--- config.mk ---
export PLATFORM = sky130hd
export DESIGN_NAME = nbpa_ram
export DESIGN_NICKNAME = d
export VERILOG_FILES = /design/src/sv/nbpa_ram.sv
export SDC_FILE = /design/constraint.sdc
export NUM_CORES = 2
export LEC_CHECK = 0
export ABC_AREA = 1
export BUFFER_PORTS_ARGS = -buffer_cell sky130_fd_sc_hd__buf_2
export CORE_UTILIZATION = 53
export DETAILED_ROUTE_END_ITERATION = 16
export PLACE_DENSITY = 0.69
export SYNTH_ARGS = -nofsm -noshare
export SYNTH_HDL_FRONTEND = slang
export SYNTH_SLANG_ARGS = --single-unit
--- constraint.sdc ---
create_clock -name clk -period 5.58 [get_ports clk]
set_input_delay 0.558 -clock clk [delete_from_list [all_inputs] [get_ports clk]]
set_output_delay 0.558 -clock clk [all_outputs]
set_load 0.02 [all_outputs]
--- src/sv/nbpa_ram.sv ---
// ----------------------------------------------------------------------------
// nbpa_ram
// Generic single-write, single-read RAM with registered read data.
// ----------------------------------------------------------------------------
module nbpa_ram #(
  parameter int WIDTH = 32,
  parameter int DEPTH = 64
) (
  input  logic                     clk,
  input  logic                     we,
  input  logic [$clog2(DEPTH)-1:0] waddr,
  input  logic [WIDTH-1:0]         wdata,
  input  logic [$clog2(DEPTH)-1:0] raddr,
  output logic [WIDTH-1:0]         rdata
);

  logic [WIDTH-1:0] mem [DEPTH];

  always_ff @(posedge clk) begin
    if (we) begin
      mem[waddr] <= wdata;
    end
    rdata <= mem[raddr];
  end

endmodule

Word level (Yosys, flattened, before mapping)
Memory sizes are Yosys's and may differ from the RTL's. A register that Yosys moved wholly into a read port is not among the register bits.
Cells that the tools add are included.
{"block": "word_totals", "word_cells": 3, "output_inout_bits": 32, "ram_bits": 2048, "mem_count": 1, "input_bits": 46, "regBits": 0}
{"block": "op_classes", "n_mux": 2}
{"name": "mem", "depth": 64, "word_bits": 32, "rd": 1, "rd_clocked_by_memory_dff": 1, "write_ports": 1, "line_no": "17", "text": "logic [WIDTH-1:0] mem [DEPTH];"}
{"cell": "$mux W1", "count": 2}

Depth between registers and ports, before layout
{"block": "depth", "ltp_word": 2, "depth_mapped": 13}

Least setup slack after synthesis
OpenSTA, ideal clock, no wires.
{"block": "synth_path", "kind": "input to register", "startpoint": "in we", "endpoint": "mem mem[48][0] (enable)", "t_required_ns": 5.078, "n_path_buf": 1, "setup_slack_ns": 0.892, "t_arrival_ns": 4.186, "cell_stages": 3, "cell_sequence": "clkbuf_1 -> nand4_1 -> nor4_1"}
{"block": "synth_via", "elab_chain_cells": 2}
{"item": "from (decl)", "line_no": "10", "text": "input logic we,"}
{"item": "$mux W1", "line_no": "20", "text": "if (we) begin"}
{"item": "$mux W1 (implied by the code)", "line_no": "21", "text": "mem[waddr] <= wdata;"}
{"item": "to (decl)", "line_no": "17"}
No other way between the ends.

Final worst setup path
{"block": "layout_path", "startpoint": "in waddr[1]", "endpoint": "mem mem[13][0] (enable)"}
{"item": "from (decl)", "line_no": "11", "text": "input logic [$clog2(DEPTH)-1:0] waddr,"}
No word-level cell before the write port.

==> impl_results.md <==
- Status: finished clean
- FP Rows: 144
- Required time of the worst setup path: 6000 ps
- Fillers: 11900
- Syn_nets: a little under 7000
- Die width: slightly below 400 µm
- Largest delay contributor family on the critical path: simple AND/OR/NAND/NOR gates
- Mapped cell area: a little over 0.08 mm²
- Worst Path Buf+Inv: 2
- Actual slew at the worst max-slew pin: 1420 ps
- RSZ-0062 raised after global routing: no
- Number of global-route vias before repair: 50900
- Cells on worst reg2reg path: 8
- Post-Layout Cell Count: 8946
- Syn avg cell area: between 10 and 15 µm²
- Total track usage: 28.7%
- Drt pass-1 iters: 6
- Unique cell type count in the Yosys netlist: 16
- P_leak: 32.0 nW
- Fin. max-slew vios: 0
- Post-CTS Setup Inserts: 0
- Fmax achieved: 334 MHz
- Rel. slew slack: 5.18%
- Clock Sinks: 2080
- Layout Area Growth over Synthesis: 10.5%
- Starting Density: 53.5%
- Post-Synthesis Cells: between 6000 and 7000
- Detailed Place HPWL: 118 mm
- VDD IR max: 0.000235 V
- Htree depth: 4
- Largest net degree at the start of global routing: 196
- Worst-skew pair later-pin latency: 840 ps
- Final Skew: between 30 and 40 ps
- Hold Fails Final Rpt: 0
- Total chip power: roughly 32 mW
- Overflow after GRT: 0
- TNS Setup: 0 ps
- P_sw: 7.24 mW
- Slowest cell delay on critical path: 1440 ps
- Fin crit share: 53.7%
- CP startpoint kind: input pin
- Port Buf Inserts: 77
- Post-synthesis sequential area ratio: 75.1%
- CP arrival: 3410 ps
- Nets: 6791
- Final setup fails: 0
- Core Area: ~0.15 mm²
- Pwr Density: approximately 350 mW/mm²
- Final Util: 59.2%
- Worst hold path type: input pin to flop
- Maximum fanout along the worst path: 32
- Post-CTS sizing: 0
- Initial DRC Count: 7795
- Max Cap Viol: 0
- Initial antenna violation count: 12
- Critical path type: input pin to flop
- Vias/cell: 6.05
- Dpl cells: 8593
- Clock power frac: 39.7%
- CTS tree: done
- Detailed Route WL: 228 mm
- Bufs on Longest Clock Path: 3
- TritonCTS Buffers: around 190
- Placer Congestion: 0.848
- Layout cells sized above 1: roughly 8%
- Cell chain of the critical path: buf_2, inv_1, nand4_1, nor2_4
- Pint: 24.9 mW
- Detailed-route wire length per cell: between 20 and 30 µm
- Syn. warnings: 0
- Tmin final: 3000 ps
- CTS root buffer: clkbuf_16
- Via count: 54100
- Slowest CP cell: nor2_4
- WP depth: 4
- CTS clk-pin slew, worst paths: 60 ps
- Die Area: around 0.16 mm²
- Flop pwr share: 54.0%
- Remaining DRCs: 0
- Gate power share: ~6.3%
- Hold path depth: 2
- Sw Ratio: 22.5%
- Antenna Nets Post-Route: 0
- First-pass GRT wire length: approximately 330 mm
- Worst Setup End Kind: flop
- Register bit total from synthesis: 2080
- Vert. Die Dim: 397 µm
- I/O pins: 78
- Hold_buf cts: 0
cells by family after synthesis:
group / share of synthesized area [%]
flops: 75.1
buf+inv: 2.78
simple gates: 22.1
registers in the layout, summed over array words and instances, names as in the netlist:
register,count
rdata,32
mem,2048
worst register-to-register path: stages, from the launching register on:
cell and delay (ps):
edfxtp_1 350, nand2_1 70, nand3_1 80, nand3_1 220, nand2_1 80, nand2_1 90, nand3_1 330, nand3_1 360
nand2_1 100
cells in the mapped netlist, drive strengths merged:
cell type / instances / area [µm²]
nand2: 2248 / 8440
edfxtp: 2048 / 61500
clkbuf: 77 / 289
nand4: 9 / 56.3
nor2: 56 / 210
dfxtp: 32 / 641
nand3: 1907 / 9540
inv: 12 / 47.6
nor4: 8 / 50.1
buf: 372 / 1960
layout by cell type, fill, tap and decap left out:
cell | synthesis | final
nand4_1 | 9 | 9
bufinv_16 | 0 | 12
clkbuf_1 | 77 | 57
edfxtp_1 | 2048 | 2048
inv_8 | 0 | 2
buf_6 | 3 | 1
inv_6 | 0 | 10
nor2_4 | 0 | 56
clkbuf_8 | 0 | 6
clkinvlp_4 | 0 | 6
buf_4 | 45 | 129
nand3_1 | 1907 | 1907
buf_2 | 282 | 72
clkinv_8 | 0 | 1
diode_2 | 0 | 3
dfxtp_1 | 32 | 32
inv_16 | 0 | 3
clkinv_1 | 0 | 38
nor4_2 | 0 | 8
clkbuf_16 | 0 | 198
nand2_1 | 2248 | 2248
buf_12 | 0 | 24
inv_1 | 9 | 7
buf_8 | 2 | 3
clkinv_2 | 0 | 22
per-layer routing:
layer / track usage, % / routed length, µm / vias to the layer above
li1: - / - / 24100
met1: 40.2 / 87800 / 26400
met2: 44.9 / 106000 / 3215
met3: 6.07 / 26600 / 460
met4: 10.1 / 7660 / 12
met5: 0 / 73 / -
stage by stage:
| step | hold slack, ps | cell area, µm² | setup slack [ps] |
|---|---|---|---|
| global route | 271 | 91500 | 2570 |
| detailed placement | 798 | 85400 | 1840 |
| CTS | 240 | 91500 | 2720 |
| global placement | 780 | 85400 | 1910 |
| floorplan | 657 | 82700 | 892 |
| finish | 286 | 91500 | 2580 |
layout make-up:
cell class	instances	area, µm²	area share, %
Antenna cell	3	7.51	0.00821
Inverter	12	82.6	0.0903
Clock buffer	261	5250	5.74
Tap cell	2044	2560	2.80
Multi-Input combinational cell	4228	18800	20.5
Timing Repair Buffer	229	1870	2.04
Clock inverter	89	788	0.862
Sequential cell	2080	62100	67.9
worst paths after layout:
| kind | slack [ps] | to | from |
|---|---|---|---|
| worst min-delay path | 290 | mem[51][17] | waddr[2] |
| worst max register to register | 3800 | rdata[8] | mem[27][8] |
| worst max-delay path | 2580 | mem[13][0] | waddr[1] |
| worst min register to register | 820 | rdata[20] | mem[10][20] |
power groups by stage:
| stage | Combinational, mW | Sequential [mW] | Clock, mW |
|---|---|---|---|
| 2_1_floorplan | 1.06 | 17.7 | 0 |
| 3_3_place_gp | 1.96 | 17.7 | 0 |
| 3_5_place_dp | 1.99 | 17.7 | 0 |
| 4_1_cts | 2.00 | 17.3 | 12.8 |
| 5_1_grt | 2.17 | 17.3 | 13.4 |
| 6_report | 2.03 | 17.3 | 12.8 |
Power figures use the tool's default switching activity.
