`config.mk`:
```
export PLATFORM = sky130hd
export DESIGN_NAME = nbpa_front_flat
export DESIGN_NICKNAME = d
export VERILOG_FILES = /design/src/sv/nbpa_pkg.sv /design/src/sv/nbpa_ifs.sv /design/src/sv/nbpa_front.sv /design/src/flat_wrapper.sv
export SDC_FILE = /design/constraint.sdc
export NUM_CORES = 1
export LEC_CHECK = 0
export ABC_AREA = 0
export BUFFER_PORTS_ARGS = -buffer_cell sky130_fd_sc_hd__buf_2
export CAP_MARGIN = 20
export CELL_PAD_IN_SITES_DETAIL_PLACEMENT = 2
export CELL_PAD_IN_SITES_GLOBAL_PLACEMENT = 2
export CORE_MARGIN = 4
export CORE_UTILIZATION = 10
export DETAILED_ROUTE_END_ITERATION = 10
export HOLD_SLACK_MARGIN = 0.06
export PLACE_DENSITY_LB_ADDON = 0.1
export SYNTH_ARGS = -nofsm -noshare
export SYNTH_HDL_FRONTEND = slang
export SYNTH_SLANG_ARGS = --single-unit
```
`constraint.sdc`:
```
create_clock -name clk -period 2.6 [get_ports clk]
set_clock_uncertainty 0.1 [all_clocks]
set_input_delay 0.65 -clock clk [delete_from_list [all_inputs] [get_ports clk]]
set_output_delay 0.65 -clock clk [all_outputs]
set_load 0.02 [all_outputs]
```
`src/sv/nbpa_pkg.sv`:
```
// ----------------------------------------------------------------------------
// nbpa_pkg
// Shared constants, codes and types of the pairwise gravity acceleration core.
// ----------------------------------------------------------------------------
package nbpa_pkg;

  localparam int MAX_BODIES = 64;
  localparam int IDX_W      = $clog2(MAX_BODIES);
  localparam int CNT_W      = $clog2(MAX_BODIES + 1);

  localparam int DATA_W     = 32;
  localparam int BODY_IDX_W = 6;
  localparam int CFG_IDX_W  = 1;

  localparam int MUL_A_W    = 64;
  localparam int MUL_B_W    = 32;
  localparam int PROD_W     = MUL_A_W + MUL_B_W;
  localparam int NUM_SHIFT  = 13;
  localparam int NUM_W      = PROD_W + NUM_SHIFT;
  localparam int DEN_W      = PROD_W;
  localparam int REM_W      = DEN_W + 1;
  localparam int CAP_BIT    = 40;
  localparam int MAG_W      = CAP_BIT + 1;
  localparam int SUM_W      = 48;
  localparam int MUL_STEPS  = MUL_B_W;
  localparam int SQRT_STEPS = MUL_A_W / 2;
  localparam int STEP_W     = $clog2(NUM_W);
  localparam int AXES       = 3;
  localparam int AXIS_W     = 2;

  typedef enum logic [CFG_IDX_W-1:0] {
    REG_SOFTENING     = 1'b0,
    REG_GRAV_CONSTANT = 1'b1
  } cfg_reg_t;

  typedef enum logic [1:0] {
    OP_MUL,
    OP_SQRT,
    OP_DIV
  } arith_op_t;

  typedef struct packed {
    logic      start;
    arith_op_t op;
  } arith_req_t;

  typedef enum logic [4:0] {
    B_IDLE,
    B_SOFT,
    B_RDI,
    B_LATI,
    B_RDJ,
    B_LATJ,
    B_SQX,
    B_SQY,
    B_SQZ,
    B_SQRT,
    B_DEN,
    B_PM,
    B_AXIS,
    B_NUM,
    B_DIV,
    B_NEXTJ,
    B_OUT
  } back_state_t;

endpackage

```
`src/sv/nbpa_ifs.sv`:
```
// ----------------------------------------------------------------------------
// nbpa channel interfaces
// Body load channel, acceleration result channel and register write channel.
// ----------------------------------------------------------------------------
interface nbpa_body_if;
  import nbpa_pkg::*;
  logic                     valid;
  logic                     ready;
  logic signed [DATA_W-1:0] pos_x;
  logic signed [DATA_W-1:0] pos_y;
  logic signed [DATA_W-1:0] pos_z;
  logic        [DATA_W-1:0] mass;
  logic                     last_body;
  modport source(output valid, pos_x, pos_y, pos_z, mass, last_body, input ready);
  modport sink(input valid, pos_x, pos_y, pos_z, mass, last_body, output ready);
endinterface


```
`src/sv/nbpa_front.sv`:
```
// ----------------------------------------------------------------------------
// nbpa_front
// Accepts body words, writes them to the body stores and posts a job on the
// word flagged last.
// ----------------------------------------------------------------------------
module nbpa_front (
  input  logic                      clk,
  input  logic                      rst,
  nbpa_body_if.sink                 bodies,
  input  logic                      hold,
  output logic                      wr_en,
  output logic [nbpa_pkg::IDX_W-1:0] wr_addr,
  output logic                      push,
  output logic [nbpa_pkg::CNT_W-1:0] push_n
);
  import nbpa_pkg::*;

  logic [CNT_W-1:0] loaded;
  logic             accept;
  logic             room;

  assign bodies.ready = !hold;
  assign accept       = bodies.valid && !hold;
  assign room         = loaded < CNT_W'(MAX_BODIES);
  assign wr_en        = accept && room;
  assign wr_addr      = loaded[IDX_W-1:0];
  assign push         = accept && bodies.last_body;
  // A full set ignores the body but still counts its last flag.
  assign push_n       = room ? loaded + CNT_W'(1) : loaded;

  always_ff @(posedge clk) begin
    if (rst) begin
      loaded <= '0;
    end else if (accept) begin
      if (bodies.last_body) begin
        loaded <= '0;
      end else if (room) begin
        loaded <= loaded + CNT_W'(1);
      end
    end
  end

endmodule

```
`src/flat_wrapper.sv`:
```
// flat-port wrapper written by rule: the top's interface ports become plain ports
module nbpa_front_flat import nbpa_pkg::*;
  (clk, rst, hold, wr_en, wr_addr, push, push_n, bodies_valid, bodies_pos_x, bodies_pos_y, bodies_pos_z, bodies_mass, bodies_last_body, bodies_ready);
  nbpa_body_if bodies_i ();
  input  logic clk;
  input  logic rst;
  input  logic hold;
  output logic wr_en;
  output logic [nbpa_pkg::IDX_W-1:0] wr_addr;
  output logic push;
  output logic [nbpa_pkg::CNT_W-1:0] push_n;
  input wire logic [$bits(bodies_i.valid)-1:0] bodies_valid;
  input wire logic [$bits(bodies_i.pos_x)-1:0] bodies_pos_x;
  input wire logic [$bits(bodies_i.pos_y)-1:0] bodies_pos_y;
  input wire logic [$bits(bodies_i.pos_z)-1:0] bodies_pos_z;
  input wire logic [$bits(bodies_i.mass)-1:0] bodies_mass;
  input wire logic [$bits(bodies_i.last_body)-1:0] bodies_last_body;
  output wire logic [$bits(bodies_i.ready)-1:0] bodies_ready;
  assign bodies_i.valid = bodies_valid;
  assign bodies_i.pos_x = bodies_pos_x;
  assign bodies_i.pos_y = bodies_pos_y;
  assign bodies_i.pos_z = bodies_pos_z;
  assign bodies_i.mass = bodies_mass;
  assign bodies_i.last_body = bodies_last_body;
  assign bodies_ready = bodies_i.ready;
  nbpa_front u_core (.clk(clk), .rst(rst), .bodies(bodies_i), .hold(hold), .wr_en(wr_en), .wr_addr(wr_addr), .push(push), .push_n(push_n));
endmodule
```
Word-level counts from Yosys, hierarchy flattened:

Cells that the tools add are included.

* bits in read-only memories: 0
* memories kept: 0
* output and inout bits: 16
* latch bits: 0
* flip-flop bits (word level): 7
* RAM bits: 0

* reduce and logical (&&, ||, !) cells: 4
* divide/modulo/power cells: 0
* bitwise logic cells: 0
* muxes and demuxes: 2
* $add $sub $neg: 1
* order comparisons: 1
* shifts and indexed selects: 0
* equal/unequal tests: 0
* $mul: 0

Operators with widths (number)
* $mux W7: 2
* $add A7 B1 Y7 const B: 1
* $lt A7 B7 Y1 const B: 1
* $logic_and A1 B1 Y1: 3
* $logic_not A1 Y1: 1

Depth between registers and ports, before layout:

* depth in word-level cells: 3
* mapped depth: 6
* gate-level depth less buffers: 5

Worst setup path before layout:

Ideal clock, no wire load.

* kind: input to output
* from: in hold
* to: out push
* path slack: 569 ps
* data arrival time: 1281 ps
* stages: 3
* buffers on the path: 1
* data required time: 1850 ps
* cells stage by stage: nand2b_1 -> clkbuf_1 -> nor2_1

* cells in the longest elaborated chain, start to end: 3

RTL lines
* start: declaration: RTL line flat_wrapper.sv:7 `input logic hold;`
* $logic_not A1 Y1: RTL line nbpa_front.sv:23 `assign accept = bodies.valid && !hold;`
* $logic_and A1 B1 Y1: RTL line nbpa_front.sv:23
* $logic_and A1 B1 Y1: RTL line nbpa_front.sv:27 `assign push = accept && bodies.last_body;`
* end: declaration: RTL line flat_wrapper.sv:10 `output logic push;`

No other way between the ends.

Worst setup path in the final report:

* from: reg u_core.loaded[2]
* to: out push_n[5] in the netlist's numbering

* cells in the longest elaborated chain, start to end: 2

RTL lines
* start: declaration: RTL line nbpa_front.sv:18 `logic [CNT_W-1:0] loaded;`
* start signal: assignment: RTL line nbpa_front.sv:38 `loaded <= loaded + CNT_W'(1);`
* $add A7 B1 Y7 / $lt A7 B7 Y1 (equally long branches): RTL line nbpa_front.sv:29, nbpa_front.sv:24
* $mux W7 (*)
* end: declaration: RTL line flat_wrapper.sv:11 `output logic [nbpa_pkg::CNT_W-1:0] push_n;`

Mark *: on every way between the ends. The rest lies on a longest branch, timed or not.

==> results.md <==
* Outcome: finished, final reports clean
* Ys Warns at 0
* Die Ht at between 70 and 80 um
* Post-synth top area share at 29.71%
* Vias per cell at 3.688
* Largest delay contributor family on the critical path: simple AND/OR/NAND/NOR gates
* EDFF count, synth at 0
* Area grow syn2layout at 32.63%
* Buffers and inverters on the worst path at 1
* Yosys cell types at 26
* HP Class: reg -> reg
* Global-route wire length before repair at ~2800 um
* Mapped Avg Cell Area at around 8.4 um2
* Die Area at 5880 um2
* Fillers at 525
* Clk buf depth at 2
* Max cap viols at 0
* Root Buffer: clkbuf_8
* Critical Path, Cell by Cell: and4b_1 -> nand2_4 -> xnor2_1 -> buf_2
* Final Slew Violations at 0
* Worst path arrival time at 1440 ps
* Worst skew pair latency at 230 ps
* Reg2reg path depth at 4
* Setup Total Neg Slack at 0 ps
* Cts bufs inserted at 3
* Largest registers: u_core.loaded (7)
* Setup Viol. Count Final at 0
* Hold Vio Cnt, Final at 0
* GPL Wtd Cong at 0.6125
* CP Launch Type: register
* Slowest cell on crit path: dfxtp_1
* FMAX at roughly 460 MHz
* Hold buffer count at CTS at 0
* Die X at 76.68 um
* Setup crit end kind: output pin
* Largest net degree at the start of global routing at 9
* Area contributors post-synth: dfxtp_1 (30%), buf_4 (9.5%), xnor2_1 (7.4%), a22oi_1 (6.4%), nor2_1 (6.4%)
* Unrepaired setup endpoints after global routing: no
* Power share of the clock group at 52.8%
* Mapped Cells at 56
* Cell Count, Final, Fillers Out at approximately 130
* Pwr Density at 475.8 nW/um2
* # rows at 24
* Global route total overflow at 0
* H-Tree Depth at 1
* Critical path's largest stage delay at 420 ps
* Final wirelength at 1696 um
* Count leader, synth: nor2_1
* Worst vdd ir at 0.0001259 V
* Sequential power share at 36.9%
* Dpl cells at 121
* Setup bufs post-CTS at 0
* Tmin final at 2193 ps
* 1st-iter DRT viols at 6
* Largest reg by FF count: u_core.loaded
* #FFs+latches synth at 7
* LEAKAGE at 0.3081 nW
* Routed length per instance at 13.57 um
* Hold slack at around 400 ps
* Final period util at about 84%
* Post-CTS Resized at 0
* Internal at 0.2256 mW
* Clock sinks at 7
* DR DRC count at 0
* GRT Overall Usage at 6.244%
* Logic gate share of total power at 10.3%
* DP HPWL at 1320 um
* Fraction of registers with async set/reset at 0%
* Layout cells sized above 1 at 38.36%
* Core area at between 4000 and 5000 um2
* Antenna violations before repair at 0
* Reg clk slew, reported paths at ~40 ps
* Sw Share at approximately 24%
* WP data required at approximately 1900 ps
* Initial Util at about a tenth
* Crit Path Category: reg -> out
* Slew margin rel. at 80.40%
* Via count at 461
* Tightest Pin Transition at 293.7 ps
* Vias in the first global route at 501
* Levels on crit path at 4
* Synth cell count leaders: nor2_1 (8), dfxtp_1 (7), buf_4 (6)
* Cell Area, Synth at roughly 470 um2
* Crit Path Max Fanout at 6
* Nets at 208
* Synthesized Nets at 190
* Synth area leader: dfxtp_1
* Max reg flops at 7
* Sequential share of the synthesized area at 29.71%
* Routed Antenna Nets at 0
* Ant diodes at 0
* Switching power at 0.07208 mW
* Top-level I/O count at 149
* CTS tree: done
* IO buf count at 20
* Hold path cells at 2
* Drt pass-1 iters at 2
* Ys flop type: dfxtp_1
cell usage in the layout (no fill, tap or decap), drive strengths merged, types with 3 or more instances in the layout:
master  instances
nor2            8
clkbuf          4
buf            22
a22oi           4
xnor2           4
dfxtp           7
a21oi           3
power by group through the flow:
stage	sequential, mW	clock [mW]	combinational, mW
finish	0.110	0.157	0.0307
global route	0.110	0.175	0.0348
CTS	0.110	0.166	0.0320
detailed placement	0.112	0	0.0318
global placement	0.112	0	0.0316
floorplan	0.111	0	0.0171
area by class of cell:
class	count	area, um2	area share, %
Inverter	2	7.507	1.200
Clock buffer	4	45.04	7.200
Tap cell	52	65.06	10.40
Timing Repair Buffer	22	115.1	18.40
Multi-Input combinational cell	38	252.7	40.40
Sequential cell	7	140.1	22.40
cells by family (layout without fill, tap and decap cells):
logic type / after synthesis / count (layout) / share of synthesized area (%)
buffers and inverters: 11 / 28 / 16.71
xor gates and xnor gates: 5 / 5 / 9.283
AOI/OAI and AO/OA: 10 / 10 / 13.79
DFF: 7 / 7 / 29.71
and+or+nand+nor: 21 / 21 / 25.47
muxes: 1 / 1 / 2.387
adders and majority gates: 1 / 1 / 2.652
final timing paths:
kind | from | endpoint | slack [ps]
min reg2reg | u_core.loaded[4] | u_core.loaded[4] | 400
max reg2reg | u_core.loaded[2] | u_core.loaded[5] | 930
min | u_core.loaded[4] | u_core.loaded[4] | 400
max | u_core.loaded[2] | push_n[5] | 410
worst reg2reg max path, cell delays in order, from the launching register on:
cell and delay [ps]:
dfxtp_1 420, and4b_1 410, nand2_4 70, or4_1 480
a21oi_1 120
layer usage:
layer	GRT usage (%)	routed length, um	up-vias
met2	8.537	695	19
met3	3.396	120	4
met5	0	0	-
met4	1.630	13	0
li1	-	-	220
met1	8.380	867	218
stage by stage:
stage	area (um2)	util [%]	setup WS [ps]	power [mW]
finish	625.6	13.98	407.5	0.2976
global route	625.6	13.98	272.7	0.3199
CTS	625.6	13.98	377.4	0.3080
detailed placement	580.6	12.98	524.4	0.1436
global placement	580.6	12.98	510.3	0.1434
floorplan	471.7	-	569.5	0.1286
Power figures use the tool's default switching activity.
