File: src/sv/nbpa_pkg.sv
// ----------------------------------------------------------------------------
// nbpa_pkg
// Shared constants, codes and types of the pairwise gravity acceleration core.
// ----------------------------------------------------------------------------
package nbpa_pkg;

  localparam int MAX_BODIES = 64;
  localparam int IDX_W      = $clog2(MAX_BODIES);
  localparam int CNT_W      = $clog2(MAX_BODIES + 1);

  localparam int DATA_W     = 32;
  localparam int BODY_IDX_W = 6;
  localparam int CFG_IDX_W  = 1;

  localparam int MUL_A_W    = 64;
  localparam int MUL_B_W    = 32;
  localparam int PROD_W     = MUL_A_W + MUL_B_W;
  localparam int NUM_SHIFT  = 13;
  localparam int NUM_W      = PROD_W + NUM_SHIFT;
  localparam int DEN_W      = PROD_W;
  localparam int REM_W      = DEN_W + 1;
  localparam int CAP_BIT    = 40;
  localparam int MAG_W      = CAP_BIT + 1;
  localparam int SUM_W      = 48;
  localparam int MUL_STEPS  = MUL_B_W;
  localparam int SQRT_STEPS = MUL_A_W / 2;
  localparam int STEP_W     = $clog2(NUM_W);
  localparam int AXES       = 3;
  localparam int AXIS_W     = 2;

  typedef enum logic [CFG_IDX_W-1:0] {
    REG_SOFTENING     = 1'b0,
    REG_GRAV_CONSTANT = 1'b1
  } cfg_reg_t;

  typedef enum logic [1:0] {
    OP_MUL,
    OP_SQRT,
    OP_DIV
  } arith_op_t;

  typedef struct packed {
    logic      start;
    arith_op_t op;
  } arith_req_t;

  typedef enum logic [4:0] {
    B_IDLE,
    B_SOFT,
    B_RDI,
    B_LATI,
    B_RDJ,
    B_LATJ,
    B_SQX,
    B_SQY,
    B_SQZ,
    B_SQRT,
    B_DEN,
    B_PM,
    B_AXIS,
    B_NUM,
    B_DIV,
    B_NEXTJ,
    B_OUT
  } back_state_t;

endpackage

File: src/sv/nbpa_arith.sv
// ----------------------------------------------------------------------------
// nbpa_arith
// Shared iterative unit: shift-add multiply, digit-by-digit square root and
// restoring division with a capped quotient, one bit or digit per cycle.
// ----------------------------------------------------------------------------
module nbpa_arith (
  input  logic                        clk,
  input  logic                        rst,
  input  nbpa_pkg::arith_req_t        req,
  input  logic [nbpa_pkg::NUM_W-1:0]  opa,
  input  logic [nbpa_pkg::DEN_W-1:0]  opb,
  output logic                        busy,
  output logic [nbpa_pkg::PROD_W-1:0] result
);
  import nbpa_pkg::*;

  arith_op_t         op;
  logic [STEP_W-1:0] cnt;
  logic [NUM_W-1:0]  ra;
  logic [DEN_W-1:0]  rb;
  logic [REM_W-1:0]  rem;
  logic [PROD_W-1:0] res;
  logic              ovf;

  logic [PROD_W-1:0] mul_sum;
  logic [REM_W-1:0]  sq_rem;
  logic [REM_W-1:0]  sq_trial;
  logic [REM_W-1:0]  dv_rem;
  logic              dv_ge;

  assign mul_sum  = res + (rb[0] ? ra[PROD_W-1:0] : '0);
  assign sq_rem   = {rem[REM_W-3:0], ra[MUL_A_W-1:MUL_A_W-2]};
  assign sq_trial = REM_W'({res, 2'b01});
  assign dv_rem   = {rem[REM_W-2:0], ra[NUM_W-1]};
  assign dv_ge    = dv_rem >= {1'b0, rb};

  always_comb begin
    if (op == OP_DIV) begin
      result = ovf ? PROD_W'(1) << CAP_BIT : PROD_W'(res[CAP_BIT-1:0]);
    end else begin
      result = res;
    end
  end

  always_ff @(posedge clk) begin
    if (rst) begin
      busy <= 1'b0;
    end else if (req.start) begin
      busy <= 1'b1;
      op   <= req.op;
      ra   <= opa;
      rb   <= opb;
      rem  <= '0;
      res  <= '0;
      ovf  <= 1'b0;
      unique case (req.op)
        OP_MUL:  cnt <= STEP_W'(MUL_STEPS - 1);
        OP_SQRT: cnt <= STEP_W'(SQRT_STEPS - 1);
        OP_DIV:  cnt <= STEP_W'(NUM_W - 1);
        default: cnt <= '0;
      endcase
    end else if (busy) begin
      unique case (op)
        OP_MUL: begin
          res <= mul_sum;
          ra  <= ra << 1;
          rb  <= rb >> 1;
        end
        OP_SQRT: begin
          ra <= ra << 2;
          if (sq_rem >= sq_trial) begin
            rem <= sq_rem - sq_trial;
            res <= {res[PROD_W-2:0], 1'b1};
          end else begin
            rem <= sq_rem;
            res <= {res[PROD_W-2:0], 1'b0};
          end
        end
        OP_DIV: begin
          ra <= ra << 1;
          if (dv_ge) begin
            rem <= dv_rem - {1'b0, rb};
            res <= {res[PROD_W-2:0], 1'b1};
            // Any quotient bit at or above the cap bit saturates the term.
            if (cnt >= STEP_W'(CAP_BIT)) begin
              ovf <= 1'b1;
            end
          end else begin
            rem <= dv_rem;
            res <= {res[PROD_W-2:0], 1'b0};
          end
        end
        default: begin
          res <= res;
        end
      endcase
      cnt <= cnt - STEP_W'(1);
      if (cnt == '0) begin
        busy <= 1'b0;
      end
    end
  end

endmodule

File: config.mk
export PLATFORM = sky130hd
export DESIGN_NAME = nbpa_arith
export DESIGN_NICKNAME = d
export VERILOG_FILES = /design/src/sv/nbpa_pkg.sv /design/src/sv/nbpa_arith.sv
export SDC_FILE = /design/constraint.sdc
export NUM_CORES = 2
export LEC_CHECK = 0
export BUFFER_PORTS_ARGS = -buffer_cell sky130_fd_sc_hd__buf_2
export CAP_MARGIN = 5
export CORE_ASPECT_RATIO = 1.1
export CORE_MARGIN = 2
export CORE_UTILIZATION = 68
export DETAILED_ROUTE_END_ITERATION = 6
export PLACE_DENSITY = 0.89
export SLEW_MARGIN = 5
export SYNTH_ARGS = -nofsm -noshare
export SYNTH_HDL_FRONTEND = slang
export SYNTH_SLANG_ARGS = --single-unit
File: constraint.sdc
create_clock -name clk -period 23.4 [get_ports clk]
set_input_delay 4.68 -clock clk [delete_from_list [all_inputs] [get_ports clk]]
set_output_delay 4.68 -clock clk [all_outputs]
set_load 0.05 [all_outputs]
# After elaboration in Yosys (flattened, before gate mapping)
# Index checks and enable logic that the tools add are counted.
[word_totals] reg_bits=408 inputBits=210 out_inout_bits=97 elab_cells=67
[op_classes] n_addsub=4 n_lt_le_gt_ge=3 n_eq_ne=4 muxes=27 bitwise=1 n_reduce_logical=20
[op_table] operator="$mux W96" n=9
[op_table] operator="$pmux W96 S3" n=1
[op_table] operator="$mux W109" n=2
[op_table] operator="$pmux W109 S2" n=1
[op_table] operator="$pmux W96 S2" n=1
[op_table] operator="$sub A96 B96 Y96" n=2
[op_table] operator="$ge A97 B96 Y1" n=1
[op_table] operator="$ge A97 B97 Y1" n=1
[op_table] operator="$add A96 B96 Y96" n=1
[op_table] operator="$mux W41" n=1
[op_table] operator="$mux W7" n=2
[op_table] operator="$pmux W7 S2" n=1
[op_table] operator="$reduce_and A3 Y1" n=4
[op_table] operator="$reduce_bool A2 Y1" n=5
[op_table] operator="$mux W1" n=9
[op_table] operator="$ge A7 B6 Y1 const B" n=1
[op_table] operator="$logic_not A7 Y1" n=1
[op_table] operator="$sub A7 B1 Y7 const B" n=1
[op_table] operator="$reduce_bool A3 Y1" n=2
[op_table] operator="$reduce_and A5 Y1" n=1
[op_table] operator="$eq A2 B1 Y1 const B" n=2
[op_table] operator="$eq A2 B2 Y1 const B" n=2
[op_table] operator="$logic_not A2 Y1" n=2
[op_table] operator="$reduce_and A2 Y1" n=2
[op_table] operator="other kinds (3)" n=4

# Longest topological paths before layout
[depth] word_depth=5 ltp_mapped=18

# Worst setup path before layout
# No wires, ideal clock.
[synth_timing] path_kind="input -> register" start="input port req[2] (netlist bit)" end="register res[0], enable pin" setup_time_ps=419 arrival_time_ps=11207 required_time_ps=22981 path_slack_ps=11774 cell_stages=3 n_path_buf=0 path_cell_list="clkinv_1 -> a21oi_1 -> a31o_2"
[synth_between] elab_chain_len=2 word_cells_on_any_way=3
[synth_rtl] element="from (decl)" line_no="nbpa_arith.sv:9" rtl="input nbpa_pkg::arith_req_t req,"
[synth_rtl] element="$reduce_bool A4 Y1 (no source line) / $reduce_bool A2 Y1 (equally long branches)"
[synth_rtl] element="$reduce_and A3 Y1 (no source line) *"
[synth_rtl] element="to (signal assigned)" line_no="nbpa_arith.sv:65" rtl="res <= mul_sum;"
[synth_rtl] element="to (signal assigned)" line_no="nbpa_arith.sv:73" rtl="res <= {res[PROD_W-2:0], 1'b1};"
[synth_rtl] element="to (signal assigned)" line_no="nbpa_arith.sv:76" rtl="res <= {res[PROD_W-2:0], 1'b0};"
[synth_rtl] element="to (decl)" line_no="nbpa_arith.sv:22" rtl="logic [PROD_W-1:0] res;"
# Every way passes the cells marked *; elsewhere a longest branch is shown, timed or not.
# A chain may end at the register's enable or synchronous reset.

# Final worst setup path
[layout_timing] start="input port req[2] (netlist bit)" end="register res[86], enable pin"
# The elaborated chain is that of the path after synthesis.

==> reports/metrics.json <==
{
  "drt": {
    "detail_route.drc_violations": 0,
    "via_count": 39700,
    "dr.first_iter.drc_count": 5098,
    "dr.pass1.iters": 7,
    "finalWirelength_mm": 129,
    "vias_per_cell": 6.71,
    "ant_nets": 0,
    "detail_route.wl_per_cell_um": 21.8
  },
  "finish": {
    "finalNetCount": 5617,
    "final_cell_mix": "nand2_1, o21ai_0, a21oi_1",
    "nFillCells": 4604,
    "multi_input_area_sq_um": 25600,
    "drive_above_1_share_pct": 9.15,
    "sequential_cell_area_sq_um": 12200,
    "areaGrowthSynthToFinish_pct": 7.64,
    "final_common_cell": "nand2_1"
  },
  "synth": {
    "netlist_area_sq_um": 40200,
    "postSynthCellCount": 5050,
    "synthFlopType": "edfxtp_1",
    "synthDominantAreaCellType": "edfxtp_1",
    "seq_area_frac_synth_pct": 30.5,
    "synth-seq-cells": 408,
    "ys_warns": 0,
    "netlist_top_cells_area": "edfxtp_1, ha_1, o21ai_0, a21oi_1, nand2_1",
    "post_synth.cell_area_avg_sq_um": 7.95,
    "yosys.cell_types.count": 92,
    "synth.net_count": 5554,
    "number_of_enable_flip_flop_cells_after_synthesis": 407,
    "synthDominantCellAreaShare_pct": 30.4,
    "asr_flop_ratio_synth_pct": 0,
    "synth_xor_area_share_pct": 5.47,
    "adder_cell_share_of_the_synthesized_area_pct": 9.19,
    "post_synth_and_or_nand_nor_area_fraction_pct": 18.1,
    "synth_compound_area_share_pct": 27.1,
    "synth_top_family_by_area": "compound AO/OA/AOI/OAI gates",
    "post_synth_mux_area_share_pct": 3.68
  },
  "setup_path": {
    "cp-end-kind": "register",
    "critical-path-max-stage-delay_ns": 0.67,
    "critical_path_peak_fanout": 129,
    "critPathArrivalTime_ns": 7.68,
    "worst_path_max_delay_cell": "buf_4",
    "cp-start-kind": "input pin",
    "crit_path_cell_trace": "buf_8 -> clkinv_1 -> buf_4 -> a21oi_4 -> buf_4 -> a31o_4 -> buf_4",
    "cp.required_ns": 23.63,
    "critical_path_class": "input pin to register",
    "cpMostUsedCell": "buf_4"
  },
  "die": {
    "floorplan.core_area_sq_um": 58500,
    "die_area_sq_um": 61000,
    "floorplan.io_pins": 307,
    "die_span_y_um": 259,
    "die_x_um": 236,
    "num_rows": 93,
    "initial_standard_cell_utilization_of_the_core_pct": 68.6
  },
  "placed_design": {
    "detailedPlace.worstSlack_ns": 15.34,
    "placement.io_buffers": 306,
    "gp_congestion": 1.05,
    "place.detailed.hpwl_mm": 100
  },
  "power_and_ir_drop": {
    "power_per_cell_area_nw_per_um2": 70.1,
    "ir_drop_mv": 0.0664,
    "leakage_uw": 0.0182
  },
  "sta": {
    "fin_worst_skew_ns": 0.0163,
    "fin_ws_ns": 15.95,
    "finalHoldViolations": 0,
    "finalSetupViolations": 0,
    "period_share_pct": 31.9,
    "tightest_slew_ns": 1.32,
    "worst_slew_margin_rel_pct": 9.59,
    "finalMaxSlewViolations": 0,
    "max_freq_mhz": 134,
    "setup_tns_ns": 0,
    "grt_setup_unrepaired": "false",
    "timing.final.crit_period_ns": 7.45
  },
  "clock_tree": {
    "clock_insertion_delay_worst_skew_ns": 0.61,
    "cts_htree_levels": 2,
    "clk_transition_reported_paths_ns": 0.06,
    "cts_post_setup_buffers_inserted": 0,
    "clock_tree_from_tritoncts": "done",
    "cts.sinks": 408,
    "cts-hold-fix-buffers": 0,
    "post_cts.resized_instances": 0,
    "numCtsBuffers": 46,
    "clockBufferDepth": 3,
    "cell_chosen_for_the_clock_root": "clkbuf_16"
  },
  "worst_hold_path": {
    "hold_class": "register to register"
  },
  "run": {
    "max-cap-violations": 0
  },
  "run_status": {
    "run_status": "finished, final reports clean"
  },
  "global_routing": {
    "grt_start_max_net_pins": 225,
    "via_count_of_the_first_global_routing_pass": 35600,
    "antenna_found_initial": 5,
    "globalRouteTotalUtil_pct": 40.5,
    "global_route_wire_length_before_repair_mm": 197,
    "grt_remaining_overflow": 0
  }
}
logic make-up (layout without fill, tap and decap cells):
family                     count (synthesis)  in the layout
and+or+nand+nor                         1587           1587
xor gates and xnor gates                 251            251
buffers and inverters                    613            713
DFF                                      408            408
muxes                                    147            147
adders and majority gates                294            294
AOI/OAI and AO/OA                       1750           1750
other                                      0              2
power breakdown:
group	internal [uW]	switching, uW	total [uW]
Clock	443	319	762
Combinational	454	849	1300
Sequential	895	73.4	968
Total	1790	1240	3030
flip-flops by register name, summed over array words and instances (netlist names):
register / flops
busy: 1
cnt: 7
op: 2
ovf: 1
ra: 109
rb: 96
rem: 96
res: 96
final cells by class:
class / count / share of cell area (%)
Antenna cell: 2 / 0.0116
Clock buffer: 57 / 2.85
Clock inverter: 28 / 0.767
Inverter: 296 / 2.57
Multi-Input combinational cell: 4029 / 59.2
Sequential cell: 408 / 28.3
Tap cell: 760 / 2.20
Timing Repair Buffer: 332 / 4.07
synth_stat cells (9+ instances only):
master,count
nand2_1,625
o21ai_0,506
a21oi_1,501
edfxtp_1,407
nor2_1,401
inv_1,293
ha_1,292
clkbuf_1,255
xnor2_1,158
a21o_1,144
mux2i_1,140
a211oi_1,134
nand4_1,124
and2_1,107
xor2_1,93
o21bai_1,90
nand3_1,69
nor3_1,68
a22oi_1,44
a31oi_1,39
o211ai_1,37
buf_2,36
o21a_1,35
and3_1,31
nor4_1,31
nand2b_1,26
nor2b_1,26
o31ai_1,25
or3_1,25
o221ai_1,20
a311oi_1,19
a21boi_0,16
and4_1,15
buf_1,15
or2_2,13
a221oi_1,12
a31o_2,12
a221o_1,11
o22ai_1,10
o211a_1,9
critical path, delay by kind of cell:
kind | cells | cell delay [ns]
AO/OA/AOI/OAI | 2 | 0.78
buffers and inverters | 5 | 2.14
stage by stage:
step	hold WS (ns)	cells	util [%]	total power, uW	cell area [sq um]
5_1_grt	0.625	5911	73.9	3170	43200
2_1_floorplan	0.552	5050	-	1900	40200
3_5_place_dp	0.595	5825	71.2	2230	41700
6_report	0.606	5912	73.9	3030	43200
4_1_cts	0.609	5910	73.9	2990	43200
3_3_place_gp	0.575	5825	71.2	2210	41700
metal layers:
metal / share of wire (%) / vias to the layer above / GRT usage, % / routed length [um]
met5: 0.036 / - / 0 / 46
met2: 42 / 2514 / 59.3 / 53600
met4: 3.9 / 6 / 15.2 / 5010
met1: 42 / 18200 / 59.8 / 53900
li1: - / 18700 / - / -
met3: 13 / 271 / 7.16 / 16300
worst paths after layout:
path            from      end  slack [ns]  cells after the start
max           req[2]  res[86]       15.95                      7
min          res[63]  res[64]        0.61                      2
max reg2reg  rem[49]  rem[85]       17.27                     12
min reg2reg  res[63]  res[64]        0.61                      2
No activity file was read; power rests on OpenSTA's default activity.
