[config.mk]
export PLATFORM = sky130hd
export DESIGN_NAME = nbpa_queue
export DESIGN_NICKNAME = d
export VERILOG_FILES = /design/src/sv/nbpa_pkg.sv /design/src/sv/nbpa_queue.sv
export SDC_FILE = /design/constraint.sdc
export NUM_CORES = 1
export LEC_CHECK = 0
export BUFFER_PORTS_ARGS = -buffer_cell sky130_fd_sc_hd__buf_2
export CORE_MARGIN = 4
export CORE_UTILIZATION = 49
export DETAILED_ROUTE_END_ITERATION = 8
export GPL_ROUTABILITY_DRIVEN = 0
export GPL_TIMING_DRIVEN = 1
export PLACE_DENSITY = 0.75
export SYNTH_ARGS = -nofsm -noshare
export SYNTH_HDL_FRONTEND = slang
export SYNTH_SLANG_ARGS = --single-unit
[constraint.sdc]
create_clock -name clk -period 1.92 [get_ports clk]
set_input_delay 0.096 -clock clk [delete_from_list [all_inputs] [get_ports clk]]
set_output_delay 0.096 -clock clk [all_outputs]
set_load 0.02 [all_outputs]
[src/sv/nbpa_pkg.sv]
// ----------------------------------------------------------------------------
// nbpa_pkg
// Shared constants, codes and types of the pairwise gravity acceleration core.
// ----------------------------------------------------------------------------
package nbpa_pkg;

  localparam int MAX_BODIES = 64;
  localparam int IDX_W      = $clog2(MAX_BODIES);
  localparam int CNT_W      = $clog2(MAX_BODIES + 1);

  localparam int DATA_W     = 32;
  localparam int BODY_IDX_W = 6;
  localparam int CFG_IDX_W  = 1;

  localparam int MUL_A_W    = 64;
  localparam int MUL_B_W    = 32;
  localparam int PROD_W     = MUL_A_W + MUL_B_W;
  localparam int NUM_SHIFT  = 13;
  localparam int NUM_W      = PROD_W + NUM_SHIFT;
  localparam int DEN_W      = PROD_W;
  localparam int REM_W      = DEN_W + 1;
  localparam int CAP_BIT    = 40;
  localparam int MAG_W      = CAP_BIT + 1;
  localparam int SUM_W      = 48;
  localparam int MUL_STEPS  = MUL_B_W;
  localparam int SQRT_STEPS = MUL_A_W / 2;
  localparam int STEP_W     = $clog2(NUM_W);
  localparam int AXES       = 3;
  localparam int AXIS_W     = 2;

  typedef enum logic [CFG_IDX_W-1:0] {
    REG_SOFTENING     = 1'b0,
    REG_GRAV_CONSTANT = 1'b1
  } cfg_reg_t;

  typedef enum logic [1:0] {
    OP_MUL,
    OP_SQRT,
    OP_DIV
  } arith_op_t;

  typedef struct packed {
    logic      start;
    arith_op_t op;
  } arith_req_t;

  typedef enum logic [4:0] {
    B_IDLE,
    B_SOFT,
    B_RDI,
    B_LATI,
    B_RDJ,
    B_LATJ,
    B_SQX,
    B_SQY,
    B_SQZ,
    B_SQRT,
    B_DEN,
    B_PM,
    B_AXIS,
    B_NUM,
    B_DIV,
    B_NEXTJ,
    B_OUT
  } back_state_t;

endpackage

[src/sv/nbpa_queue.sv]
// ----------------------------------------------------------------------------
// nbpa_queue
// Two-entry job queue carrying the body count of each loaded set.
// ----------------------------------------------------------------------------
module nbpa_queue (
  input  logic                      clk,
  input  logic                      rst,
  input  logic                      push,
  input  logic [nbpa_pkg::CNT_W-1:0] push_n,
  input  logic                      pop,
  output logic                      valid,
  output logic [nbpa_pkg::CNT_W-1:0] head_n
);
  import nbpa_pkg::*;

  logic [CNT_W-1:0] slot [2];
  logic             wr_ptr;
  logic             rd_ptr;
  logic [1:0]       used;
  logic             do_push;
  logic             do_pop;

  assign valid   = used != 2'd0;
  assign head_n  = slot[rd_ptr];
  assign do_push = push && (used != 2'd2);
  assign do_pop  = pop && valid;

  always_ff @(posedge clk) begin
    if (rst) begin
      wr_ptr <= 1'b0;
      rd_ptr <= 1'b0;
      used   <= 2'd0;
    end else begin
      if (do_push) begin
        slot[wr_ptr] <= push_n;
        wr_ptr       <= !wr_ptr;
      end
      if (do_pop) begin
        rd_ptr <= !rd_ptr;
      end
      used <= used + {1'b0, do_push} - {1'b0, do_pop};
    end
  end

endmodule

======== Word level (Yosys, flattened, before mapping) ========
Memories as Yosys holds them, arrays and structs flattened. A register that Yosys moved wholly into a read port is not among the register bits.
Cells that the tools add are included.
word-level totals
  flip-flop bits (word level) ............. 4
  logic and storage cells ................. 17
  bits in writable memories ............... 14
  memories kept ........................... 1
  output and inout bits ................... 8
memory list
  name  depth  bits a word  rd ports  clocked after Yosys merged registers in  write ports  RTL line          RTL
  slot  2      7            1         1                                        1            nbpa_queue.sv:16  logic [CNT_W-1:0] slot [2];
operators by class
  equal/unequal tests ..................... 1
  reductions and logical operators ........ 5
  add/subtract/negate cells ............... 2
  mux-type cells .......................... 5
operators by type and width
  operator                                      count
  two-way mux 1 bit                             5
  adder 2 x 1 -> 2 bit                          1
  logical AND 1 bit                             2
  zero test 1 bit                               2
  inequality test 2 bit, second input constant  1
  nonzero test 2 bit                            1
  subtractor 2 x 1 -> 2 bit                     1

======== Longest topological paths before layout ========
Gate-level depths: netlist (run 1).
  depth after elaboration ................. 5
  depth in mapped cells ................... 8
  depth with buffers taken out ............ 8

======== Worst setup path after synthesis (run 1) ========
OpenSTA, ideal clock, no wires.
  kind .................................... register -> register
  start point ............................. register used[0]
  end point ............................... memory slot[1][0] in the netlist's numbering, enable pin
  data required time ...................... 1.538 ns
  stages on the path, launching flop included .. 3
  setup time .............................. 0.382 ns
  buffers on the path ..................... 0
  slack ................................... 0.470 ns
  period minus slack after synthesis ...... 1.450 ns
  data arrival time ....................... 1.068 ns
  cell sequence ........................... dfxtp_1 o21ai_4 nor3b_1
on the way
  word-level cells in the longest chain between the ends .. 5
RTL lines
  what                                     RTL line          RTL
  from (decl)                              nbpa_queue.sv:19  logic [1:0] used;
  from (signal assigned)                   nbpa_queue.sv:41  used <= used + {1'b0, do_push} - {1'b0, do_pop};
  inequality test 2 bit                    nbpa_queue.sv:25  assign do_push = push && (used != 2'd2);
  logical AND 1 bit                        nbpa_queue.sv:25
  two-way mux 1 bit                        nbpa_queue.sv:34  if (do_push) begin
  two-way mux 1 bit                        nbpa_queue.sv:29  if (rst) begin
  two-way mux 1 bit (not written as such)  nbpa_queue.sv:35  slot[wr_ptr] <= push_n;
  to (decl)                                nbpa_queue.sv:16
No other way between the ends.

======== Worst setup path after layout (run 1) ========
  start point ............................. register used[1]
  end point ............................... register used[1]
on the way
  word-level cells in the longest chain between the ends .. 4
  elaborated cells between the ends (all ways) .. 6
RTL lines
  what                           RTL line
  inequality test 2 bit          nbpa_queue.sv:25
  logical AND 1 bit              nbpa_queue.sv:25
  adder 2 x 1 -> 2 bit           nbpa_queue.sv:41
  subtractor 2 x 1 -> 2 bit (*)  nbpa_queue.sv:41
Every way passes the cells marked *; elsewhere a longest branch is shown, timed or not.
A chain may end at the register's enable or synchronous reset.

==> results of run 1 <==
## sequential cells by signal (all words and copies together), names as in the netlist, named ones only
signal and flops:
rd_ptr 1, slot 14, used 2, wr_ptr 1
## path summary, 6_finish.rpt
path / from / end / cells past startpoint
worst max-delay path: used[1] / used[1] / 8
worst min-delay path: rst / flop / 2
worst max register to register: used[1] / used[1] / 8
worst min register to register: rd_ptr / flop / 2
## area by class of cell
cell class / instances / area share
multi-input cells: 24 / 0.2209
repair buffers: 29 / 0.1941
clock buffers: 4 / 0.02682
inverters: 2 / 0.007663
well taps: 15 / 0.01916
flip-flops and latches: 19 / 0.5313
## power by group through the flow
stage	Sequential [W]	Combinational (W)	Clock (W)
after global routing	0.000562	0.000368	0.000218
final	0.000552	0.000331	0.000191
after CTS	0.000554	0.000338	0.000199
after detailed placement	0.000563	0.000326	0
after global placement	0.000560	0.000311	0
after floorplan	0.000536	0.000248	0
## Yosys cell counts
| cell | instances |
|---|---|
| buf_2 | 1 |
| edfxtp_1 | 14 |
| mux2_1 | 7 |
| ha_1 | 2 |
| o21a_2 | 1 |
| nor2b_1 | 2 |
| o21ai_4 | 1 |
| nor3b_1 | 1 |
| inv_1 | 1 |
| dfxtp_1 | 5 |
| nor2_1 | 4 |
| xnor2_1 | 3 |
| mux2_4 | 1 |
| nor3_1 | 1 |
| inv_2 | 1 |
| or2_1 | 1 |
## stage by stage
| step | utilization | setup WS [ps] | power (W) | cell area (µm²) |
|---|---|---|---|---|
| floorplan | - | 470.1 | 0.0007841 | 749.5 |
| global placement | 0.6465 | 430.5 | 0.0008709 | 883.3 |
| detailed placement | 0.6465 | 367.1 | 0.0008892 | 883.3 |
| CTS | 0.7170 | 355.6 | 0.001091 | 979.7 |
| global route | 0.7170 | 209.1 | 0.001148 | 979.7 |
| finish | 0.7170 | 363.5 | 0.001074 | 979.7 |
## logic make-up after synthesis
| kind of cell | after synthesis | share of synthesized area |
|---|---|---|
| simple gates | 9 | 0.06176 |
| mux | 8 | 0.1252 |
| flops | 19 | 0.6945 |
| xor+xnor | 3 | 0.03506 |
| fa+ha+maj | 2 | 0.03338 |
| compound gates | 2 | 0.03340 |
| buf+inv | 3 | 0.01668 |
## per-layer routing
metal	vias up	track usage	routed length, µm
met5	-	0	0
met4	0	0.06630	0
met3	0	0.03448	65
met2	9	0.2249	604
met1	206	0.1495	481
li1	231	-	-
## cell usage in the layout (no fill, tap or decap)
cell type | synthesis | layout
buf_2 | 1 | 18
buf_4 | 0 | 4
clkbuf_1 | 0 | 1
clkbuf_4 | 0 | 3
dfxtp_1 | 5 | 5
dlygate4sd3_1 | 0 | 7
edfxtp_1 | 14 | 14
ha_1 | 2 | 2
inv_1 | 1 | 1
inv_2 | 1 | 1
mux2_1 | 7 | 7
mux2_4 | 1 | 1
nor2_1 | 4 | 4
nor2b_1 | 2 | 2
nor3_1 | 1 | 1
nor3b_1 | 1 | 1
o21a_2 | 1 | 1
o21ai_4 | 1 | 1
or2_1 | 1 | 1
xnor2_1 | 3 | 3
## what timing repair did
item	4_1_cts	5_1_grt
hold buffers	7	0
resized for setup	0	0
buffers inserted	0	0
endpoints found under the hold margin	14	0
==> results.md, run 1 <==
- Initial antenna violation count: 0
- Internal power: 0.0007460 W
- Via count: 446
- Clock Skew: 0.9068 ps
- Footprint of the multi-input gates: 216.5 µm²
- Count of final setup violators: 0
- Dpl hpwl: 899.6 µm
- Remaining antenna violation count after routing: 0
- CP peak stage delay: between 300 and 400 ps
- WP buf/inv: 2
- Leakage: 0.3969 nW
- PwrDens: roughly 1100 nW/µm²
- Root Buffer: clkbuf_4
- TNS Setup: 0 ps
- FF/Latch Area: 520.5 µm²
- WP data required: 2110 ps
- Vias in the first global route: 487
- Final Instance Count excl. Fillers: 93
- Layout Nets: 92
- Initial core utilization: 0.5485
- Synth top area cells: edfxtp_1 56%, dfxtp_1 13%, mux2_1 11%, xnor2_1 3.5%, ha_1 3.3%
- IO Port Bufs: 18
- Sw frac: 0.3057
- Fill cells: 92
- Final hold vios: 0
- Syn Std Cell Area: 749.5 µm²
- CTS Buf Count: 3
- Warnings from Yosys: 0
- Chip Height: between 40 and 50 µm
- Post-synth top area cell: edfxtp_1
- Combinational power share: 0.308
- Chip Width: 47.11 µm
- Number of diodes: 0
- Sink Count: 19
- Worst setup EP type: flop
- First-pass GRT wire length: roughly 2 mm
- DRC errors left: 0
- Largest net degree at the start of global routing: 11
- Psw: roughly 0.00033 W
- Setup crit start kind: flop
- Worst-Margin Slew: 314.3 ps
- Sequential share of power: 0.514
- Count of state elements after synthesis: 19
- Kind of cell adding the most delay to the critical path: adder cells
- Worst slew margin: 0.7902
- Kind of critical path: reg2reg
- Status: complete, no violations
- Final min period: 1556 ps
- CP Max Fanout: 4
- Clk network pwr share: 0.178
- Hold Slack: around 63 ps
- Synth unique cells: 16
- Peak supply drop: 0.7139 mV
- Final period utilization: 0.8107
- Total of max-cap violations: 0
- Syn_nets: 59
- Slowest-stage cell, CP: dfxtp_1
- WL final: 1.151 mm
- Yosys top cell area share: 0.5609
- RSZ-0062 raised after global routing: false
- Grt total ovfl: 0
- Sequential area share after synthesis: 0.6945
- I/O pin count: 19
- Skew-Pair Late Insertion Delay: roughly 280 ps
- Cell count after synthesis: 46
- Die area: about 2200 µm²
- Syn_area_per_cell: 16.29 µm²
- Row count: 13
- H-tree lvl count: 1
- Layout cells sized above 1: 0.3718
- Reg-to-reg slack, setup: 360 ps
- Iteration-0 DRC Markers: 4
- Critical path data arrival time: 1740 ps
- Vias per cell: 4.796
- Router iterations before antenna repair: 4
- Synth-to-layout area growth: 30.72%
- CP Cell Sequence: inv_2 > o21ai_4 > ha_1 > inv_1 > ha_1 > xnor2_1 > xnor2_1 > nor2_1
- Final Max Tran Viols: 0
- Max Clock Freq: 642.5 MHz
- Hold Path Class: in2reg
- CTS tree: yes
- Routed length per instance: 12.38 µm
- Placed cells: 82
- Clk buf depth: 2
- Clock-pin slew on the worst setup and hold paths: approximately 100 ps
- Core Area: about 1400 µm²
- GRT Total Usage: 0.1311
Power figures use the tool's default switching activity.
==> inputs of run 2 (changes only) <==
==> constraint.sdc (replaced) <==
create_clock -name clk -period 1.6 [get_ports clk]
set_input_delay 0.08 -clock clk [delete_from_list [all_inputs] [get_ports clk]]
set_output_delay 0.08 -clock clk [all_outputs]
set_load 0.02 [all_outputs]
==> run 2 against run 1 <==
Compared with the run above:
- first-iteration DRC count shrank 25%
- hold slack got worse by 16 ps
- sequential share of layout area up 0.060 points
- total power grew 19%
- sequential power up 20%
- combinational power rose by 18%
- fmax grew 3.9%
- utilization rose by 0.092 points
- die area unchanged
- register-to-register slack lost 260 ps
- via count grew 1.8%
- design area is 0.13% higher
- critical path type unchanged
- critical endpoint unchanged
==> results.md, run 2 (same netlist as run 1, synthesis figures left out) <==
- Status: complete, no violations
- Row count: 13 (unchanged)
- RSZ-0062 raised after global routing: false
- WL final: 1.130 mm (-1.8%)
- Worst slew margin: 0.7845 (-0.005671)
- Max FFs per register: 14 (unchanged)
- WP data required: 1780 ps (-330 ps)
- Grt total ovfl: 0 (unchanged)
- Clock-pin slew on the worst setup and hold paths: 100 ps (about the same)
- Via count: 454 (+1.8%)
- Total of max-cap violations: 0 (unchanged)
- Initial core utilization: 0.5485 (unchanged)
- Max Clock Freq: 667.3 MHz (+3.9%)
- Kind of critical path: reg2reg
- Leakage: 0.3972 nW (about the same)
- Core Area: 1366 µm² (unchanged)
- Slowest-stage cell, CP: dfxtp_1
- Initial antenna violation count: 0 (unchanged)
- Layout Nets: 92 (unchanged)
- CP Cell Sequence: o21a_2 > ha_1 > inv_1 > ha_1 > xnor2_1 > xnor2_1 > nor2_1
- WP buf/inv: 1 (-1)
- Setup crit start kind: flop
- Met2 WL: 603 µm (-0.17%)
- TNS Setup: 0 ps (unchanged)
- CTS Buf Count: 3 (unchanged)
- Synth-to-layout area growth: 30.88%
- Kind of cell adding the most delay to the critical path: adder cells
- Largest regs: slot x14, used x2
- Skew-Pair Late Insertion Delay: 280 ps (about the same)
- Hold Path Class: in2reg
- Layout cells sized above 1: 0.3846 (+0.01282)
- I/O pin count: 19 (unchanged)
- DRC errors left: 0 (unchanged)
- Clk buf depth: 2 (unchanged)
- Number of diodes: 0 (unchanged)
- Final hold vios: 0 (unchanged)
- Fin util: 0.7179 (+0.0009160)
- Vias per cell: 4.882 (+1.8%)
- Most frequent cells in the layout: 18 x buf_2, 14 x edfxtp_1, 7 x mux2_1, 7 x dlygate4sd3_1
- IO Port Bufs: 18 (unchanged)
- Chip Width: 47.11 µm (unchanged)
- FF/Latch Area: 521.8 µm² (+0.24%)
- Placed cells: 82 (unchanged)
- Count of final setup violators: 0 (unchanged)
- H-tree lvl count: 1 (unchanged)
- Fill cells: 93 (+1.1%)
- Chip Height: 47.11 µm (unchanged)
- Clock Skew: 1.807 ps (+0.8998 ps)
- Most common cell after layout, fill and taps aside: buf_2
- Largest register by flop count: slot
- Sink Count: 19 (unchanged)
- Vias in the first global route: 491 (+0.82%)
- Routed length per instance: 12.15 µm (-1.8%)
- Routed met1 length: 458 µm (-4.8%)
- Peak supply drop: 1.033 mV (+45%)
- Postcts setup bufs: 0 (unchanged)
- Largest net degree at the start of global routing: 11 (unchanged)
- CP peak stage delay: 360 ps (-20 ps)
- Final period utilization: 0.9366 (+0.1259)
- Worst setup EP type: flop
- Critical path data arrival time: 1680 ps (-60 ps)
- Root Buffer: clkbuf_4
- Final Max Tran Viols: 0 (unchanged)
- PwrDens: 1302 nW/µm² (+19%)
- Die area: 2219 µm² (unchanged)
- CTS tree: yes
- GRT Total Usage: 0.1375 (+0.006463)
- Dpl hpwl: 833.3 µm (-7.4%)
- Total design power: 0.001278 W (+19%)
- Met3 WL: 60 µm (-7.7%)
- First-pass GRT wire length: 2.014 mm (+3.2%)
- Worst-Margin Slew: 322.8 ps (+8.495 ps)
- Remaining antenna violation count after routing: 0 (unchanged)
- Final WS setup: 101.4 ps (-262.1 ps)
- Router iterations before antenna repair: 2 (-2)
- Final min period: 1499 ps (-57.91 ps)
- CP Max Fanout: 4 (unchanged)
- Top Layer Used: met4
- Iteration-0 DRC Markers: 3 (-1)
- Final Instance Count excl. Fillers: 93 (unchanged)
- Pre-CTS WS: 94.26 ps (-272.9 ps)
- Footprint of the multi-input gates: 216.5 µm² (unchanged)
## run 2: final timing paths
check	startpoint	to	slack, ps	cells after the start
setup / recovery	used[0]	used[1]	100	7
hold / removal	rst	used[1]	50	2
setup reg to reg	used[0]	used[1]	100	7
hold reg to reg	rd_ptr	rd_ptr	530	2
## run 2: metal layers
layer | global-route usage | up-vias
met3 | 0.04598 | 2
met5 | 0 | -
met2 | 0.2466 | 11
met1 | 0.1425 | 207
met4 | 0.06630 | 0
li1 | - | 234
## run 2: where the power goes
group | internal [W] | total (W) | switching [W]
clock | 0.0000967 | 0.000225 | 0.000128
sequential | 0.000605 | 0.000663 | 0.0000582
combinational | 0.000194 | 0.000390 | 0.000196
total | 0.000895 | 0.00128 | 0.000383
## run 2: area by class of cell
type,count,area share
flip-flops and latches,19,0.5319
multi-input cells,24,0.2207
repair buffers,29,0.1939
clock buffers,4,0.02679
well taps,15,0.01913
inverters,2,0.007653
## run 2: through the flow
stage / cell area, µm² / hold slack (ps)
after floorplan: 749.5 / 151.6
after global placement: 883.3 / 267.8
after detailed placement: 883.3 / 271.1
after CTS: 979.7 / 49.50
after global routing: 980.9 / 53.93
final: 980.9 / 47.48
## run 2: timing repair
item | 4_1_cts | 5_1_grt
hold buffers | 7 | 0
hold endpoints to repair | 14 | 0
resized for setup | 0 | 1
endpoints found under the setup margin | 0 | 1
